## src/design/lphs_pkg.sv

```systemverilog
// Shared types and constants for the linear probing hash set.
package lphs_pkg;

  localparam int HASH_W      = 32;
  localparam int IN_KEY_W    = 32;
  localparam int CAP_W       = 9;
  localparam int SLOT_W      = 8;
  localparam int PADDR_W     = 3;
  localparam int PDATA_W     = 32;
  localparam int MOD_BITS    = 4;
  localparam int MOD_STEPS   = HASH_W / MOD_BITS;
  localparam int MOD_STEP_W  = $clog2(MOD_STEPS);

  localparam logic [CAP_W-1:0] CAP_RESET = 9'd256;
  localparam logic [CAP_W-1:0] CAP_MIN   = 9'd2;
  localparam int               CAP_LIMIT = (1 << CAP_W) - 1;

  localparam logic [PADDR_W-3:0] CFG_IDX_CAPACITY = 1'b0;

  localparam logic [1:0] OP_ADD      = 2'd0;
  localparam logic [1:0] OP_REMOVE   = 2'd1;
  localparam logic [1:0] OP_CONTAINS = 2'd2;

  localparam logic [1:0] STAT_OK        = 2'd0;
  localparam logic [1:0] STAT_NOT_FOUND = 2'd1;
  localparam logic [1:0] STAT_FULL      = 2'd2;

  typedef struct packed {
    logic [1:0]          op;
    logic [IN_KEY_W-1:0] key;
    logic [HASH_W-1:0]   key_hash;
  } in_item_t;

  typedef struct packed {
    logic [1:0]          status;
    logic                found;
    logic [SLOT_W-1:0]   slot;
    logic [IN_KEY_W-1:0] removed_key;
    logic [CAP_W-1:0]    entry_total;
  } out_item_t;

  typedef enum logic [2:0] {
    ST_CLEAR,
    ST_IDLE,
    ST_HASH,
    ST_PROBE,
    ST_OUT
  } state_t;

endpackage

```

## src/design/lphs_cfg_regs.sv

```systemverilog
// Configuration register file holding the capacity and its clamped value.
module lphs_cfg_regs #(
  parameter int TABLE_DEPTH = 256
) (
  input  logic                          clk,
  input  logic                          rst_n,
  input  logic                          psel,
  input  logic                          penable,
  input  logic                          pwrite,
  input  logic [lphs_pkg::PADDR_W-1:0]  paddr,
  input  logic [lphs_pkg::PDATA_W-1:0]  pwdata,
  output logic [lphs_pkg::PDATA_W-1:0]  prdata,
  output logic                          pready,
  output logic [lphs_pkg::CAP_W-1:0]    eff_cap
);
  import lphs_pkg::*;

  localparam logic [CAP_W-1:0] CAP_MAX =
    CAP_W'((TABLE_DEPTH < CAP_LIMIT) ? TABLE_DEPTH : CAP_LIMIT);

  logic [CAP_W-1:0] capacity_r;
  logic [CAP_W-1:0] capacity_nxt;
  logic             reg_hit;

  assign reg_hit = (paddr[PADDR_W-1:2] == CFG_IDX_CAPACITY);
  assign pready  = 1'b1;
  assign prdata  = reg_hit ? PDATA_W'(capacity_r) : '0;

  always_comb begin
    capacity_nxt = capacity_r;
    if (psel && penable && pwrite && reg_hit) begin
      capacity_nxt = pwdata[CAP_W-1:0];
    end
  end

  always_ff @(posedge clk) begin
    if (!rst_n) begin
      capacity_r <= CAP_RESET;
    end else begin
      capacity_r <= capacity_nxt;
    end
  end

  always_comb begin
    if (capacity_r < CAP_MIN) begin
      eff_cap = CAP_MIN;
    end else if (capacity_r > CAP_MAX) begin
      eff_cap = CAP_MAX;
    end else begin
      eff_cap = capacity_r;
    end
  end

endmodule

```

## config.mk

```make
export PLATFORM = sky130hd
export DESIGN_NAME = lphs_cfg_regs
export DESIGN_NICKNAME = d
export VERILOG_FILES = /design/src/design/lphs_pkg.sv /design/src/design/lphs_cfg_regs.sv
export SDC_FILE = /design/constraint.sdc
export NUM_CORES = 1
export LEC_CHECK = 0
export ABC_AREA = 1
export BUFFER_PORTS_ARGS = -buffer_cell sky130_fd_sc_hd__buf_4
export CORE_UTILIZATION = 35
export DETAILED_ROUTE_END_ITERATION = 12
export GPL_TIMING_DRIVEN = 0
export PLACE_DENSITY = 0.85
export SYNTH_ARGS = -nofsm -noshare
export SYNTH_HDL_FRONTEND = slang
export SYNTH_SLANG_ARGS = --single-unit
```

## constraint.sdc

```tcl
create_clock -name clk -period 1.9 [get_ports clk]
set_clock_uncertainty 0.05 [all_clocks]
set_input_delay 0.19 -clock clk [delete_from_list [all_inputs] [get_ports clk]]
set_output_delay 0.19 -clock clk [all_outputs]
set_load 0.03 [all_outputs]
```

==> impl_metrics.tcl <==
set metrics [dict create \
    status "complete, no violations" \
    yosysWarnings 0 \
    slew_viol_final 0 \
    n_antenna_cell 0 \
    worstPathRequired_ns 1.66 \
    clock_path_buffers 2 \
    final_cell_mix "buf_4, nor2_1, conb_1" \
    cp.arrival_ns 1.25 \
    setup_violations 0 \
    drt_wl_total_um 1460 \
    post-route-period-util_pct 78.6 \
    path_max_fanout 6 \
    synth_top_area_cell "dfxtp_1" \
    fp.dieH_um 46.2 \
    die_area_mm2 0.00213 \
    drt-pass1-iter-count 4 \
    seqCellArea_um2 180 \
    cts_tree "built" \
    synth_compound_area_share_pct 6.59 \
    synthToLayoutAreaGrowth_pct 54.6 \
    grt_max_degree 11 \
    rows 15 \
    largest_register_ffs 9 \
    synth-xor-area-share_pct 0 \
    htreeDepth 1 \
    hold_viol 0 \
    muxShareOfSynthArea_pct 0 \
    layout_commonest_cell "buf_4" \
    hold_path.class "primary input to flop" \
    core_mm2 0.00178 \
    netlist_top_cells_area "dfxtp_1, buf_4, nor2_1" \
    r2r-start "capacity_r[8]" \
    yosys.area_share.simple_pct 30.0 \
    grt_antenna_before_repair 0 \
    synthCells 108 \
    ant_nets 0 \
    top_register "capacity_r" \
    min_from "pwdata[8]" \
    fmax_mhz 670 \
    power.density_mw_per_mm2 521 \
    grt_pass1_vias 535 \
    dp_hpwl_um 1310 \
    ctsHoldBuffers 0 \
    grt_usage_pct 13.2 \
    num_vias 730 \
    finalNetCount 206 \
    period_minus_slack_ns 1.49 \
    insertion_delay_ns 0.26 \
    die_w_um 46.2 \
    ys_seq_elements 9 \
    drc 0 \
    multiInputGateArea_um2 340 \
    cts_resized 0 \
    final.fill_count 175 \
    peakVddDrop_v 0.000396 \
    overflow 0 \
    cap_viol_max_count 0 \
    place.gp.congestion 0.760 \
    ys_types 13 \
    cts_buffers 3 \
    port_buffers 31 \
    wl_per_cell_um 7.66 \
    cts_setup_buffers 0 \
    synth-adder-area-share_pct 0 \
    setup_tns_ns 0 \
    io_pins 82 \
    synth_area_um2 683 \
    fin_util_pct 59.2 \
    cts_sinks 9 \
    clk_root_buffer_cell "clkbuf_4" \
    initial_core_util_pct 38.3 \
    yosysSeqAreaShare_pct 26.4 \
    clk_pin_slew_ns 0.06 \
    drive_above_1_share_pct 37.6 \
    drtIter0Drc 7 \
    syn_area_per_cell_um2 6.33 \
    synth_top_cell_area_share_pct 26.4 \
    synth_top_family_by_area "buffers and inverters" \
    vias_per_cell 3.84 \
    grt_pass1_wl_um 2020 \
    setup.worst_path.class "flop to output port" \
    worstSetupEndpointType "output port" \
    largest_registers "capacity_r (9)" \
    leakagePower_nw 0.606 \
    critical_path.startpoint "capacity_r[8]" \
    rsz0062_at_grt "false" \
    start_kind "flop" \
]
[report_power, final]
group | internal [W] | total, W | switching (W)
Combinational | 0.0000775 | 0.000201 | 0.000124
Sequential | 0.000195 | 0.000201 | 0.00000597
Clock | 0.0000809 | 0.000147 | 0.0000665
[path summary, 6_finish.rpt]
kind	endpoint	cells past startpoint	slack (ns)
min	capacity_r[8]	3	0.09
max	eff_cap[3]	4	0.41
min reg2reg	capacity_r[2]	2	0.46
max reg2reg	capacity_r[8]	2	1.21
[cell usage after synthesis]
library cell / number
buf_4: 24
buf_6: 1
clkbuf_1: 1
clkinv_4: 1
conb_1: 2
dfxtp_1: 9
inv_1: 11
nand2_1: 7
nand2_4: 1
nand3_1: 2
nor2_1: 39
nor2_4: 1
o21ai_0: 9
[critical path, stage by stage (launching register included)]
cell and delay, ns:
dfxtp_1 0.43, inv_1 0.13, nor2_1 0.20, nor2_1 0.07
buf_4 0.17
[per-layer routing]
layer,global-route usage [%],vias to the layer above,share of wire [%]
li1,-,388,-
met1,12.7,300,34
met2,26.5,38,56
met3,1.57,4,9.3
met4,7.06,0,1.3
met5,0,-,0
[final cells by class]
cell class	count	share of cell area, %
multi-input combinational	83	32.2
timing repair buffer	31	22.0
buffer	26	18.5
sequential	9	17.1
inverter	12	4.74
tap	25	2.96
clock buffer	4	2.49
[through the flow]
stage	power, W	instances	instance area, um^2	setup slack (ns)	hold slack, ns
final	0.000550	190	1060	0.407	0.0948
after global routing	0.000581	190	1060	0.275	0.110
after CTS	0.000552	190	1060	0.399	0.0854
after detailed placement	0.000406	186	1030	0.690	0.358
after global placement	0.000403	186	1030	0.693	0.340
after floorplan	0.000362	130	766	0.434	0.224
[cells by family after synthesis]
kind of cell | after synthesis
buf+inv | 38
simple gates | 50
other cells | 2
flops | 9
compound gates | 9
Note: power is estimated with default switching activity, not from simulation.
