===== config.mk =====
export PLATFORM = sky130hd
export DESIGN_NAME = lphs_mod_unit
export DESIGN_NICKNAME = d
export VERILOG_FILES = /design/src/design/lphs_pkg.sv /design/src/design/lphs_mod_unit.sv
export SDC_FILE = /design/constraint.sdc
export NUM_CORES = 1
export LEC_CHECK = 0
export ABC_AREA = 1
export ABC_CLOCK_PERIOD_IN_PS = 8000
export BUFFER_PORTS_ARGS = -buffer_cell sky130_fd_sc_hd__buf_2
export CAP_MARGIN = 20
export CORE_MARGIN = 2
export CORE_UTILIZATION = 55
export CTS_CLUSTER_SIZE = 16
export DETAILED_ROUTE_END_ITERATION = 10
export PLACE_DENSITY = 0.83
export SLEW_MARGIN = 5
export SYNTH_ARGS = -nofsm -noshare
export SYNTH_HDL_FRONTEND = slang
export SYNTH_SLANG_ARGS = --single-unit
export TNS_END_PERCENT = 20

===== constraint.sdc =====
create_clock -name clk -period 8 [get_ports clk]
set_input_delay 0.8 -clock clk [delete_from_list [all_inputs] [get_ports clk]]
set_output_delay 0.8 -clock clk [all_outputs]
set_load 0.005 [all_outputs]

===== src/design/lphs_pkg.sv =====
// Shared types and constants for the linear probing hash set.
package lphs_pkg;

  localparam int HASH_W      = 32;
  localparam int IN_KEY_W    = 32;
  localparam int CAP_W       = 9;
  localparam int SLOT_W      = 8;
  localparam int PADDR_W     = 3;
  localparam int PDATA_W     = 32;
  localparam int MOD_BITS    = 4;
  localparam int MOD_STEPS   = HASH_W / MOD_BITS;
  localparam int MOD_STEP_W  = $clog2(MOD_STEPS);

  localparam logic [CAP_W-1:0] CAP_RESET = 9'd256;
  localparam logic [CAP_W-1:0] CAP_MIN   = 9'd2;
  localparam int               CAP_LIMIT = (1 << CAP_W) - 1;

  localparam logic [PADDR_W-3:0] CFG_IDX_CAPACITY = 1'b0;

  localparam logic [1:0] OP_ADD      = 2'd0;
  localparam logic [1:0] OP_REMOVE   = 2'd1;
  localparam logic [1:0] OP_CONTAINS = 2'd2;

  localparam logic [1:0] STAT_OK        = 2'd0;
  localparam logic [1:0] STAT_NOT_FOUND = 2'd1;
  localparam logic [1:0] STAT_FULL      = 2'd2;

  typedef struct packed {
    logic [1:0]          op;
    logic [IN_KEY_W-1:0] key;
    logic [HASH_W-1:0]   key_hash;
  } in_item_t;

  typedef struct packed {
    logic [1:0]          status;
    logic                found;
    logic [SLOT_W-1:0]   slot;
    logic [IN_KEY_W-1:0] removed_key;
    logic [CAP_W-1:0]    entry_total;
  } out_item_t;

  typedef enum logic [2:0] {
    ST_CLEAR,
    ST_IDLE,
    ST_HASH,
    ST_PROBE,
    ST_OUT
  } state_t;

endpackage


===== src/design/lphs_mod_unit.sv =====
// Iterative hash modulo capacity, four dividend bits per cycle.
module lphs_mod_unit (
  input  logic                         clk,
  input  logic                         rst_n,
  input  logic                         start,
  input  logic [lphs_pkg::HASH_W-1:0]  dividend,
  input  logic [lphs_pkg::CAP_W-1:0]   divisor,
  output logic                         done,
  output logic [lphs_pkg::CAP_W-1:0]   remainder
);
  import lphs_pkg::*;

  localparam logic [MOD_STEP_W-1:0] STEP_LAST = MOD_STEP_W'(MOD_STEPS - 1);

  logic                  busy_r;
  logic                  done_r;
  logic [MOD_STEP_W-1:0] step_r;
  logic [HASH_W-1:0]     quo_r;
  logic [CAP_W-1:0]      div_r;
  logic [CAP_W-1:0]      rem_r;
  logic [CAP_W-1:0]      rem_nxt;
  logic [HASH_W-1:0]     quo_nxt;

  always_comb begin
    logic [CAP_W:0]   part;
    logic [CAP_W-1:0] r;
    r = rem_r;
    part = '0;
    for (int i = 0; i < MOD_BITS; i++) begin
      part = {r, quo_r[HASH_W-1-i]};
      if (part >= {1'b0, div_r}) begin
        part = part - {1'b0, div_r};
      end
      r = part[CAP_W-1:0];
    end
    rem_nxt = r;
    quo_nxt = quo_r << MOD_BITS;
  end

  always_ff @(posedge clk) begin
    if (!rst_n) begin
      busy_r <= 1'b0;
      done_r <= 1'b0;
      step_r <= '0;
    end else begin
      done_r <= busy_r && !start && (step_r == STEP_LAST);
      if (start) begin
        busy_r <= 1'b1;
        step_r <= '0;
      end else if (busy_r) begin
        step_r <= step_r + MOD_STEP_W'(1);
        if (step_r == STEP_LAST) begin
          busy_r <= 1'b0;
        end
      end
    end
  end

  always_ff @(posedge clk) begin
    if (start) begin
      quo_r <= dividend;
      div_r <= divisor;
      rem_r <= '0;
    end else if (busy_r) begin
      quo_r <= quo_nxt;
      rem_r <= rem_nxt;
    end
  end

  assign done      = done_r;
  assign remainder = rem_r;

endmodule


==> impl_summary.md, run 1 <==
Worst setup path
The slowest cell on the critical path is sky130_fd_sc_hd__edfxtp_1. The worst setup path is launched from a register. The class of the most critical setup path is reg -> reg.

The cell repeated most along the worst path is sky130_fd_sc_hd__nand2_1. The kind of end point of the critical path is a register. For this run, the slowest stage of the critical path takes 0.45 ns. Along the worst path, the maximum fanout reaches 17. The arrival time of the worst setup path is 7.52 ns. The data required time at the worst endpoint is 8.21 ns.

GRT
The first global-routing pass estimated 16.9 mm of wire. The total congestion overflow after global routing is 0. For this run, the total global-route usage over all layers was measured as 0.248. The number of global-route vias before repair is 3646. The initial antenna violation count is 0.

Entering global routing, the biggest net connects 45 pins.

Synthesis
The number of instances in the synthesized netlist is 575. The commonest register cell after synthesis is sky130_fd_sc_hd__edfxtp_1. sky130_fd_sc_hd__edfxtp_1 takes more of the synthesized area than any other cell.

The number of warning messages in the yosys log is 0. After synthesis the netlist holds a flip-flop and latch count of 55. The most frequent cell after synthesis is sky130_fd_sc_hd__nand2_1.

After synthesis, the share of flip-flops with an asynchronous set or reset is 0. The area share of the largest cell type after synthesis is 0.281. After synthesis, the cell types taking the most area are sky130_fd_sc_hd__edfxtp_1 (28%), sky130_fd_sc_hd__nand2_1 (19%), sky130_fd_sc_hd__ha_1 (11%), sky130_fd_sc_hd__dfxtp_1 (6.4%), sky130_fd_sc_hd__inv_1 (6.3%).

Yosys mapped the design onto 42 distinct sky130hd cell types. Sorting the synthesized cells by how often they occur yields sky130_fd_sc_hd__nand2_1 (221), sky130_fd_sc_hd__inv_1 (73), sky130_fd_sc_hd__edfxtp_1 (41). The netlist area before placement is 0.00437 mm^2. The net count after synthesis is 661.

In this run, synthesis inferred 41 flip-flops with an integrated enable. In this run the mean area of a mapped cell was 7.61 um^2. Of the synthesized area, sequential elements account for 0.346.

Run status
The flow ran to the end, and the final reports show no timing, DRC or antenna violations.

Detailed routing
The total routed wirelength is 9.94 mm. The total number of vias is 3727. In the final routed layout, each cell accounts on average for 13.7 um. Once detail routing completed, the nets flagged for antenna violations numbered 0.

The number of iterations in the first detailed-routing pass is 5. After detailed routing, the number of remaining DRC violations is 0. Using the TritonRoute via totals, the vias-per-cell ratio works out to 5.13.

The detailed router finished its first iteration with 266 violations.

Clock network
The deepest clock path buffer count is 2. The TritonCTS clock tree is done. The total of hold buffers inserted after clock tree synthesis is 0. The number of levels in the clock H-tree is 2. The CTS buffer count is 5.

CTS placed an instance of sky130_fd_sc_hd__clkbuf_8 at the clock tree root. After clock tree synthesis, the repair step resized 0 gates. In this run the post-CTS setup repair buffer count came out at 0. For the worst-skew pair, the clock arrives at the later sink with an insertion delay of 0.32 ns. The clock sink total is 55.

After clock tree synthesis, the clock-pin slew on the worst setup and hold paths is 0.11 ns.

Placed design
The placed cell area is 0.00471 mm^2. The congestion estimate from routability-driven global placement came to 0.959. The HPWL reported at the end of detailed placement is 7.88 mm. The total of buffers placed on input and output ports is 53.

Run
The number of max-cap violations is 0.

Final layout
The antenna diode instance count is 0. The post-layout instance area is 0.00483 mm^2. The filler cells instantiated in the layout total 713.

The number of nets in the layout is 710. In the final layout, the share of cells above drive strength 1 is 0.158. The area overhead of the layout relative to synthesis is 10.5%.

Floorplan
The core region is 0.00773 mm^2. The floorplan has 32 rows. The initial core utilization is 0.566. The total die area is 0.00868 mm^2. The die is 93.2 um wide. The floorplan step set the die height to 93.2 um.

For this design the top-level I/O count stands at 54.

STA
Clock skew on the completed layout was measured at 0.0119 ns. The worst-case headroom to the max-slew limit is 0.417. Setup violations remaining at the end of the flow were counted as 0. At the pin with the least slew margin, the transition time is 0.874 ns.

Of the available clock period, the critical path in the final layout requires 0.914. The final-report hold violation count came to 0. The total count of max-transition violations in the final report is 0. The maximum clock frequency is 137 MHz.

The setup TNS after final layout is 0 ns. Setup repair after global routing left no endpoint under its margin. The shortest period the worst path allows is 7.31 ns.

Min path
The path class of the tightest hold or removal check is reg -> reg.
-- layer usage --
layer  share of wire  vias to the layer above  wire, um  GRT usage
li1                -                     1947         -          -
met1            0.45                     1648      4450      0.323
met2            0.48                      114      4790      0.429
met3           0.049                       18       488     0.0282
met4           0.021                        0       212     0.0846
met5               0                        -         0          0
-- logic make-up (layout without fill, tap and decap cells) --
group	after synthesis	in the layout	share of synthesized area
and+or+nand+nor	311	311	0.321
buffers and inverters	91	141	0.0818
DFF	55	55	0.346
AOI/OAI and AO/OA	50	50	0.0727
adders and majority gates	42	42	0.127
xor gates and xnor gates	26	26	0.0521
-- registers in the layout, summed over array words and instances (netlist names) --
signal     cells
quo_r         32
div_r          9
remainder      9
step_r         3
busy_r         1
done           1
-- critical path: cells and delay by family, from the launching register on --
family	cells	cell delay (ns)
adder cells (fa/ha/maj)	4	1.50
buffers and inverters	5	0.74
flip-flops	1	0.45
AO/OA/AOI/OAI	11	2.27
AND/OR/NAND/NOR	21	2.21
-- final cells by class --
| cell class | count | area [um^2] | share of cell area |
|---|---|---|---|
| multi-input cells | 429 | 2500 | 0.518 |
| flip-flops and latches | 55 | 1510 | 0.313 |
| inverters | 79 | 297 | 0.0614 |
| repair buffers | 54 | 273 | 0.0564 |
| well taps | 102 | 128 | 0.0264 |
| clock buffers | 5 | 68.8 | 0.0142 |
| clock inverters | 3 | 50.0 | 0.0104 |
-- cell usage in the layout (no fill, tap or decap), types with 5 or more instances in the layout --
cell                       count
sky130_fd_sc_hd__edfxtp_1     41
sky130_fd_sc_hd__xor2_1       16
sky130_fd_sc_hd__nand2_1     221
sky130_fd_sc_hd__o21ai_1      10
sky130_fd_sc_hd__nand2_2       6
sky130_fd_sc_hd__ha_1         38
sky130_fd_sc_hd__nand3_1      31
sky130_fd_sc_hd__buf_2        53
sky130_fd_sc_hd__inv_1        73
sky130_fd_sc_hd__nand4_1       9
sky130_fd_sc_hd__nor3_1        5
sky130_fd_sc_hd__o21ai_0       5
sky130_fd_sc_hd__xnor2_1      10
sky130_fd_sc_hd__inv_2         5
sky130_fd_sc_hd__a21oi_1      16
sky130_fd_sc_hd__clkbuf_8      5
sky130_fd_sc_hd__nor2_1       18
sky130_fd_sc_hd__dfxtp_1      14
-- stage by stage --
step	setup slack, ns	util	hold WS, ns	cells
2_1_floorplan	1.66	-	0.443	575
3_3_place_gp	0.898	0.610	0.453	719
3_5_place_dp	0.730	0.610	0.462	719
4_1_cts	0.695	0.625	0.477	727
5_1_grt	0.0757	0.625	0.507	727
6_report	0.690	0.625	0.472	727
-- worst paths after layout --
| path | cells past startpoint | to | slack [ns] | startpoint |
|---|---|---|---|---|
| max | 41 | remainder[3] | 0.69 | div_r[1] |
| min reg2reg | 2 | step_r[2] | 0.47 | step_r[2] |
| max reg2reg | 41 | remainder[3] | 0.69 | div_r[1] |
| min | 2 | step_r[2] | 0.47 | step_r[2] |
Power of run 1 is not shown: default switching activity piles up to over one toggle a cycle in this logic, so the estimate is an artifact.
==> inputs of run 2 (changes only) <==
- ABC_AREA: 1 -> 0
- PLACE_DENSITY: 0.83 -> 0.84
==> run 2 against run 1 <==
Net effect: final cell count fell by 21%; critical path type unchanged; highest routed layer unchanged; via count fell by 8.9%; synthesized area down 7.6%; non-clock buffer count up 43; clock skew increased by 0.0034 ns.
==> impl_summary.md, run 2 <==
STA
The post-route clock period utilization came to 0.968 (was 0.914). Setup repair after global routing missed its margin: yes (was no). The final-report hold violation count is 0 (unchanged). The total count of max-transition violations in the final report is 0 (unchanged). The number of endpoints failing setup at the final stage came to 0 (unchanged).

The measured slew at the worst slew-check pin came to 0.815 ns (was 0.874 ns). The worst-case setup margin in the final layout is 0.254 ns (was 0.690 ns). The worst-case headroom to the max-slew limit came to 0.456 (was 0.417). The final worst clock skew came to 0.0153 ns (was 0.0119 ns). The maximum clock frequency was 129 MHz (was 137 MHz). The shortest period the worst path allows is 7.75 ns (was 7.31 ns).

Synthesis
The net count after synthesis is 466 (was 661). The number of flops mapped to enable cells by yosys is 41 (unchanged). The area share of the largest cell type after synthesis was 0.305 (was 0.281). The number of instances in the synthesized netlist came to 380 (was 575). The number of warning messages in the yosys log is 0 (unchanged). Largest cells by area after synthesis: sky130_fd_sc_hd__edfxtp_1 (30%), sky130_fd_sc_hd__ha_1 (12%), sky130_fd_sc_hd__mux2_2 (10%), sky130_fd_sc_hd__dfxtp_1 (6.9%), sky130_fd_sc_hd__xnor2_1 (3.7%) (was sky130_fd_sc_hd__edfxtp_1 (28%), sky130_fd_sc_hd__nand2_1 (19%), sky130_fd_sc_hd__ha_1 (11%), sky130_fd_sc_hd__dfxtp_1 (6.4%), sky130_fd_sc_hd__inv_1 (6.3%)). The number of distinct library cells after synthesis is 51 (was 42).

The netlist area before placement is 0.00404 mm^2 (was 0.00437 mm^2). Top post-synthesis cells by count: sky130_fd_sc_hd__edfxtp_1 (41), sky130_fd_sc_hd__ha_1 (38), sky130_fd_sc_hd__mux2_2 (36) (was sky130_fd_sc_hd__nand2_1 (221), sky130_fd_sc_hd__inv_1 (73), sky130_fd_sc_hd__edfxtp_1 (41)). The most frequent cell after synthesis is sky130_fd_sc_hd__edfxtp_1 (was sky130_fd_sc_hd__nand2_1). The total of flip-flops plus latches after synthesis is 55 (unchanged).

The sequential element share of the synthesized area is 0.374 (was 0.346). The proportion of register bits with asynchronous set or reset after synthesis came to 0 (unchanged). The commonest register cell after synthesis is sky130_fd_sc_hd__edfxtp_1 (unchanged). The synthesized area per cell is 10.6 um^2 (was 7.61 um^2). The cell type with the largest total area after synthesis is sky130_fd_sc_hd__edfxtp_1 (unchanged).

Floorplan
The horizontal extent of the die is 89.7 um (was 93.2 um). The I/O pin total was 54 (unchanged). The initial core utilization was 0.563 (was 0.566). The core box area came to 0.00718 mm^2 (was 0.00773 mm^2). The number of core rows is 31 (was 32). The total die area came to 0.00805 mm^2 (was 0.00868 mm^2). The die span in y is 89.7 um (was 93.2 um).

Min path
The cell depth of the worst min-delay path came to 2 (unchanged). The path class of the lowest-slack min-delay path is reg -> reg (unchanged).

Final layout
The final standard cell count with taps included and fillers excluded was 574 (was 727). The core utilization of the finished layout is 0.699 (was 0.625). The antenna diode instance count was 0 (unchanged). The most frequent standard cell in the layout excluding fill and tap cells was sky130_fd_sc_hd__buf_2 (was sky130_fd_sc_hd__nand2_1).

Commonest non-fill, non-tap cells in the layout: sky130_fd_sc_hd__buf_2 (53), sky130_fd_sc_hd__edfxtp_1 (41), sky130_fd_sc_hd__buf_4 (41) (was sky130_fd_sc_hd__nand2_1 (221), sky130_fd_sc_hd__inv_1 (73), sky130_fd_sc_hd__buf_2 (53)). The number of fill cells was 531 (was 713). The flip-flop count of the largest register after layout was 32 (unchanged). The fraction of layout cells with a size suffix above 1 is 0.371 (was 0.158).

The area overhead of the layout relative to synthesis came to 24.1% (was 10.5%). The register name with the most flops is quo_r (unchanged). The number of nets in the layout came to 560 (was 710).

GRT
The maximum number of pins on one net before global-route repair is 56 (was 45). The number of global-route vias before repair came to 3471 (was 3646). The overall routing resource usage is 0.264 (was 0.248). The global-route wire length before repair is 17.0 mm (was 16.9 mm). The total congestion overflow after global routing is 0 (unchanged). The initial antenna violation count is 0 (unchanged).

Worst setup path
The cell count along the critical path is 32 (was 41). The cell repeated most along the worst path is sky130_fd_sc_hd__ha_1 (was sky130_fd_sc_hd__nand2_1). The category of cells accounting for the largest share of critical-path delay is compound AO/OA/AOI/OAI gates (unchanged). The data required time at the worst endpoint came to 8.23 ns (was 8.21 ns). The element type at the critical path start was a register (unchanged). The worst-case reg-to-reg path depth is 32 (was 41). The slowest cell on the critical path is sky130_fd_sc_hd__o31ai_1 (was sky130_fd_sc_hd__edfxtp_1). The total buffers and inverters traversed by the critical path is 4 (was 5). The kind of end point of the critical path is a register (unchanged).

The arrival time of the worst setup path is 7.98 ns (was 7.52 ns). The delay contributed by the slowest stage of the critical path is 0.57 ns (was 0.45 ns). The class of the most critical setup path is reg -> reg (unchanged). The highest fanout seen on the critical path is 13 (was 17).

Clock network
The CTS buffer count is 5 (unchanged). The number of levels in the clock H-tree came to 2 (unchanged). The insertion delay to the later sink of the worst-skew pair is 0.32 ns (about the same). The clock-pin slew reported for the worst setup and hold paths after clock tree synthesis is 0.11 ns (about the same).

The clock tree root driver cell is sky130_fd_sc_hd__clkbuf_8 (unchanged). The clock sink total was 55 (unchanged). The deepest clock path buffer count is 2 (unchanged).

The TritonCTS clock tree was done (unchanged).

Detailed routing
The detailed router's first-iteration violation count is 336 (was 266). The remaining design rule violation count is 0 (unchanged). The total number of vias is 3396 (was 3727). The residual antenna-violating net count after detailed routing is 0 (unchanged). The average routed wire per standard cell is 18.7 um (was 13.7 um). The total routed wirelength is 10.8 mm (was 9.94 mm).

The number of iterations in the first detailed-routing pass is 5 (unchanged). The routed via count divided by cell count came to 5.92 (was 5.13).

Placed design
The HPWL reported at the end of detailed placement is 8.12 mm (was 7.88 mm). The placed cell count is 553 (was 719). The worst setup slack after placement came to -0.0519 ns (was 0.730 ns). The routability congestion estimate from global placement is 1.07 (was 0.959).

The total of buffers placed on input and output ports is 53 (unchanged).

Run status
Run status: complete, no violations (unchanged).

Run
The number of max-cap violations is 0 (unchanged).
==> run 2: cell types whose count changed in the layout (fill, tap and decap cells not counted), moves of 10 or more <==
cell,change
sky130_fd_sc_hd__nand3_1,-27
sky130_fd_sc_hd__buf_4,+40
sky130_fd_sc_hd__nand2_1,-208
sky130_fd_sc_hd__mux2_2,+32
sky130_fd_sc_hd__mux2i_1,+10
sky130_fd_sc_hd__inv_1,-51
==> run 2: stage by stage <==
stage / instance area [um^2] / hold slack, ns / TNS [ns]
global route: 5020 / 0.541 / -0.393
global placement: 4650 / 0.479 / 0
finish: 5020 / 0.523 / 0
floorplan: 4060 / 0.465 / 0
CTS: 4830 / 0.518 / 0
detailed placement: 4650 / 0.493 / -0.210
==> run 2: layer usage <==
metal  vias up  wire length, um  track usage
li1       1612                -            -
met4         0              355        0.113
met1      1619             4480        0.329
met2       140             5260        0.456
met5         -                0            0
met3        25              650       0.0436
==> run 2: worst paths after layout <==
kind | start | to | slack, ns
min reg2reg | step_r[2] | step_r[2] | 0.52
min | step_r[2] | step_r[2] | 0.52
max reg2reg | div_r[7] | remainder[4] | 0.25
max | div_r[7] | remainder[4] | 0.25
==> run 2: cells by family after synthesis <==
logic type / Yosys count / share of synthesized area
compound gates: 93 / 0.158
xor+xnor: 26 / 0.0563
buf+inv: 33 / 0.0309
flops: 55 / 0.374
simple gates: 81 / 0.101
mux: 50 / 0.142
fa+ha+maj: 42 / 0.137
==> run 2: layout make-up <==
| class | instances | area (um^2) | share of cell area |
|---|---|---|---|
| clock inverters | 2 | 38.8 | 0.00773 |
| clock buffers | 6 | 72.6 | 0.0145 |
| well taps | 99 | 124 | 0.0247 |
| multi-input cells | 292 | 2570 | 0.512 |
| repair buffers | 97 | 616 | 0.123 |
| flip-flops and latches | 55 | 1510 | 0.301 |
| inverters | 23 | 86.3 | 0.0172 |
==> run 2: what timing repair did <==
| item | in CTS | in global routing |
|---|---|---|
| gates resized for setup | 5 | 32 |
| pin swaps | 6 | 12 |
| hold buffers | 0 | 0 |
| setup endpoints to repair | 6 | 9 |
| buffers inserted | 7 | 6 |
==> run 2: tightest hold or removal path, cell delays in order (launching register included) <==
cell and delay [ns]:
sky130_fd_sc_hd__dfxtp_1 0.35, sky130_fd_sc_hd__mux2i_1 0.07, sky130_fd_sc_hd__nor2_1 0.07
Power of run 2 is left out for the same reason.
